`config.mk`:
```
export PLATFORM = sky130hd
export DESIGN_NAME = rmlt_ctrl
export DESIGN_NICKNAME = d
export VERILOG_FILES = /design/src/hdl/rmlt_pkg.sv /design/src/hdl/rmlt_ctrl.sv
export SDC_FILE = /design/constraint.sdc
export NUM_CORES = 1
export LEC_CHECK = 0
export BUFFER_PORTS_ARGS = -buffer_cell sky130_fd_sc_hd__buf_2
export CELL_PAD_IN_SITES_DETAIL_PLACEMENT = 1
export CELL_PAD_IN_SITES_GLOBAL_PLACEMENT = 2
export CORE_AREA = 2 2 39 41
export DETAILED_ROUTE_END_ITERATION = 7
export DIE_AREA = 0 0 41 43
export PLACE_DENSITY_LB_ADDON = 0.1
export SLEW_MARGIN = 15
export SYNTH_ARGS = -nofsm -noshare
export SYNTH_HDL_FRONTEND = slang
export SYNTH_SLANG_ARGS = --single-unit
```
`constraint.sdc`:
```
create_clock -name clock -period 0.85 [get_ports clock]
set_input_delay 0.085 -clock clock [delete_from_list [all_inputs] [get_ports clock]]
set_output_delay 0.085 -clock clock [all_outputs]
set_load 0.1 [all_outputs]
```
`src/hdl/rmlt_pkg.sv`:
```
// Package for the recursive monitor lock table.
// Holds field widths, command and status codes, and the controller-datapath
// structs. No dependencies.
`default_nettype none

package rmlt_pkg;

   // Fixed widths of the request and response fields.
   localparam int CMD_W       = 2;
   localparam int OBJECT_W    = 8;
   localparam int THREAD_W    = 4;
   localparam int STATUS_W    = 3;
   localparam int DEPTH_OUT_W = 16;
   localparam int WAIT_W      = 1 + OBJECT_W;

   // Request command codes.
   typedef enum logic [CMD_W-1:0] {
      CMD_QUERY        = 2'd0,
      CMD_ACQUIRE      = 2'd1,
      CMD_RELEASE      = 2'd2,
      CMD_PREPARE_WAIT = 2'd3
   } cmd_type;

   // Response status codes.
   typedef enum logic [STATUS_W-1:0] {
      ST_OK       = 3'd0,
      ST_BUSY     = 3'd1,
      ST_NULL     = 3'd2,
      ST_ILLEGAL  = 3'd3,
      ST_OVERFLOW = 3'd4
   } status_type;

   // Commands from the controller to the datapath.
   typedef struct packed {
      logic sweep;
      logic capture;
      logic execute;
   } dp_ctrl_type;

   // Status from the datapath to the controller.
   typedef struct packed {
      logic sweep_last;
   } dp_stat_type;

endpackage

`default_nettype wire

```
`src/hdl/rmlt_ctrl.sv`:
```
// Controller state machine for the recursive monitor lock table.
// Sequences the clearing pass and the read-then-update of each request.
// Depends on rmlt_pkg.
`default_nettype none

module rmlt_ctrl
   import rmlt_pkg::*;
(
   input  wire logic        clock,
   input  wire logic        reset,
   input  wire logic        start,
   output logic             busy,
   output dp_ctrl_type      dp_ctrl,
   input  wire dp_stat_type dp_stat
);

   typedef enum logic [2:0] {
      S_SWEEP = 3'b001,
      S_IDLE  = 3'b010,
      S_EXEC  = 3'b100
   } state_type;

   state_type state_ff;
   state_type state_in;

   // Next state and datapath commands.
   always_comb begin
      state_in        = state_ff;
      dp_ctrl.sweep   = 1'b0;
      dp_ctrl.capture = 1'b0;
      dp_ctrl.execute = 1'b0;
      case (state_ff)
         S_SWEEP: begin
            dp_ctrl.sweep = 1'b1;
            if (dp_stat.sweep_last) begin
               state_in = S_IDLE;
            end
         end
         S_IDLE: begin
            if (start) begin
               dp_ctrl.capture = 1'b1;
               state_in        = S_EXEC;
            end
         end
         S_EXEC: begin
            dp_ctrl.execute = 1'b1;
            state_in        = S_IDLE;
         end
         default: begin
            state_in = S_IDLE;
         end
      endcase
   end

   // State register; reset starts the clearing pass.
   always_ff @(posedge clock) begin
      if (reset) begin
         state_ff <= S_SWEEP;
      end else begin
         state_ff <= state_in;
      end
   end

   assign busy = (state_ff != S_IDLE);

   // An accepted request is executed in the following cycle.
   a_accept_exec: assert property (@(posedge clock) disable iff (reset)
      (start && !busy) |=> dp_ctrl.execute)
      else $error("accepted request was not executed next cycle");

   // Execution lasts one cycle and leaves the block ready.
   a_exec_ready: assert property (@(posedge clock) disable iff (reset)
      dp_ctrl.execute |=> !busy)
      else $error("block still busy after execution");

   // The clearing pass happens only after reset.
   a_no_resweep: assert property (@(posedge clock) disable iff (reset)
      !dp_ctrl.sweep |=> !dp_ctrl.sweep)
      else $error("clearing pass re-entered without reset");

endmodule

`default_nettype wire

```
==> impl_metrics.py <==
metrics = {
    "yosys": {
        "syn_nets": 16,
        "ys_ff_latch": 3,
        "synth_area_leaders": "dfxtp_1 (49%), nor3b_1 (12%), and4bb_2 (10%), nor4b_1 (7.2%), nor2b_1 (5.2%)",
        "avgSynthCellArea_sq_um": 10.1,
        "synth_largest_area_cell": "dfxtp_1",
        "netlist_area_sq_um": 121,
        "synthArstFlopShare": 0,
        "ys.flop_type": "dfxtp_1",
        "synth_edf_count": 0,
        "synthDominantCellAreaShare": 0.495,
        "seq_area_frac_synth": 0.495,
        "syn_inst": 12,
        "synth.most_common_cell": "dfxtp_1",
        "synthDistinctLibCells": 9,
        "synth_warnings": 0,
        "synthTopCellsByCount": "dfxtp_1 (3), nor3b_1 (2)",
    },
    "critical_path": {
        "path_class": "reg -> out",
        "rrSetupSlack_ns": -0.14,
        "rr_startpoint": "state_ff[2]",
        "worstSetupStartpointType": "flop",
        "arrival_ns": 1.11,
        "worst_path_max_delay_cell": "and4bb_4",
        "worstReg2RegEnd": "state_ff[2]",
        "cp_max_fo": 5,
        "crit_required_ns": 0.76,
        "max_stage_delay_ns": 0.36,
        "cp_cell_sequence": "and4bb_4 > buf_12",
        "rr_worst_depth": 3,
        "end_kind": "output port",
    },
    "cts": {
        "clock-sinks": 3,
        "clk_pin_slew_ns": 0.04,
        "clkLatencyLatePin_ns": 0.23,
        "cts_root_buf": "clkbuf_4",
        "cts_tree": "yes",
        "htree_levels": 1,
        "cts_made_buffers": 3,
        "cts_hold_buf": 0,
        "clockBufferDepth": 2,
    },
    "global_routing": {
        "overflow": 0,
        "grt.total_usage": 0.0562,
        "grt_antenna_before_repair": 0,
        "grt_max_degree": 6,
        "grt_pass1_vias": 140,
        "grt_pass1_wl_um": 586,
    },
    "finish": {
        "area_delta_synth_final_pct": 164,
        "top_register": "state_ff",
        "fillers": 160,
        "layout-drive-gt1-share": 0.800,
        "fin_util": 0.231,
        "n_antenna_cell": 0,
        "nets": 30,
        "stdcell_area_sq_um": 320,
        "final_cells": 41,
        "largest_reg_flops": 3,
        "reg.largest.list": "state_ff (3)",
    },
    "power": {
        "peakVddDrop_mv": 0.464,
        "power_density_nw_per_um2": 1890,
        "p_total_mw": 0.604,
        "leakage_nw": 0.133,
    },
    "timing": {
        "hold_viol": 0,
        "clock_skew_ns": 0.00251,
        "finalHoldWorstSlack_ns": 0.0283,
        "worst_pin_slew_ns": 0.354,
        "fin_crit_ns": 1.20,
        "tns_ns": -1.53,
        "setup_violations": 7,
        "max_freq_ghz": 0.835,
        "setup_ws_ns": -0.348,
        "finalCritPeriodShare": 1.41,
        "drv_slew": 0,
        "rsz0062_at_grt": "yes",
        "relSlewSlack": 0.761,
    },
    "floorplan": {
        "ios": 8,
        "start_util": 0.0877,
        "dieHeight_um": 43,
        "core-area_sq_um": 1380,
        "fp-row-count": 14,
        "die-width_um": 41,
        "dieArea_sq_um": 1760,
    },
    "place": {
        "hpwl_um": 266,
        "port_buffers": 7,
        "dp_cells": 36,
        "placed_area_sq_um": 284,
        "gp_congestion": 0.519,
        "preCtsSetupSlack_ns": -0.137,
    },
    "status": {
        "status": "complete, but fails checks",
        "violations": "setup timing",
    },
    "detailed_routing": {
        "ant_nets": 0,
        "drtPass1Iterations": 1,
        "drt-initial-drc-count": 0,
        "wl_um": 351,
        "wl_per_cell_um": 8.56,
        "post_drt_via_cell_ratio": 3.39,
        "post-route-drc-count": 0,
        "via_count": 139,
    },
    "worst_hold_path": {
        "min_to": "state_ff[1]",
        "hold_depth": 2,
        "hold_class": "in -> reg",
        "hp-start": "reset",
    },
    "job": {
        "drv_cap": 0,
    },
}
[how the worst max path moves through the flow]
stage,from,endpoint,slack [ns],depth (start not counted)
4_1_cts,state_ff[2],dp_ctrl[1],-0.37,2
2_1_floorplan,state_ff[2],dp_ctrl[0],-0.44,1
3_3_place_gp,state_ff[0],dp_ctrl[1],-0.12,2
5_1_grt,state_ff[2],dp_ctrl[1],-0.39,2
3_5_place_dp,state_ff[1],state_ff[0],-0.14,2
6_report,state_ff[2],dp_ctrl[1],-0.35,2
[routing by layer]
metal / up-vias / share of wire / global-route usage
met3: 2 / 0.13 / 0.0366
met1: 60 / 0.41 / 0.0611
met2: 9 / 0.40 / 0.0563
met5: - / 0 / 0
met4: 0 / 0.060 / 0.0800
li1: 68 / - / -
[cell families (layout without fill, tap and decap cells)]
logic type,count (synthesis),in the layout,synth area share
flops,3,3,0.495
simple gates,9,9,0.505
buf+inv,0,13,0
[layout by cell type, fill, tap and decap left out, types with 2 or more instances in the layout]
cell type | synthesis | layout
buf_12 | 0 | 4
buf_2 | 0 | 3
nor3b_4 | 0 | 2
clkbuf_4 | 0 | 3
buf_4 | 0 | 2
dfxtp_4 | 0 | 2
[power breakdown]
group          switching (mW)  total, mW  internal, mW
logic                   0.106      0.182        0.0762
registers              0.0185      0.170         0.151
clock network          0.0764      0.252         0.176
total                   0.200      0.604         0.404
[area by class of cell]
class                   count  area, sq um  area share
repair buffers              9          110       0.344
multi-input cells           9         95.1       0.297
flip-flops and latches      3         68.8       0.215
clock buffers               4         26.3      0.0820
well taps                  16         20.0      0.0625
[timing repair]
item | 4_1_cts | 5_1_grt
resized for setup | 1 | 0
buffers inserted | 1 | 0
pin swaps | 1 | 0
setup endpoints to repair | 7 | 7
[critical path: cells and delay by family, from the launching register on]
kind	cells	cell delay (ns)
simple gates	1	0.36
flops	1	0.34
buf+inv	1	0.18
(Power assumes the default switching activity.)
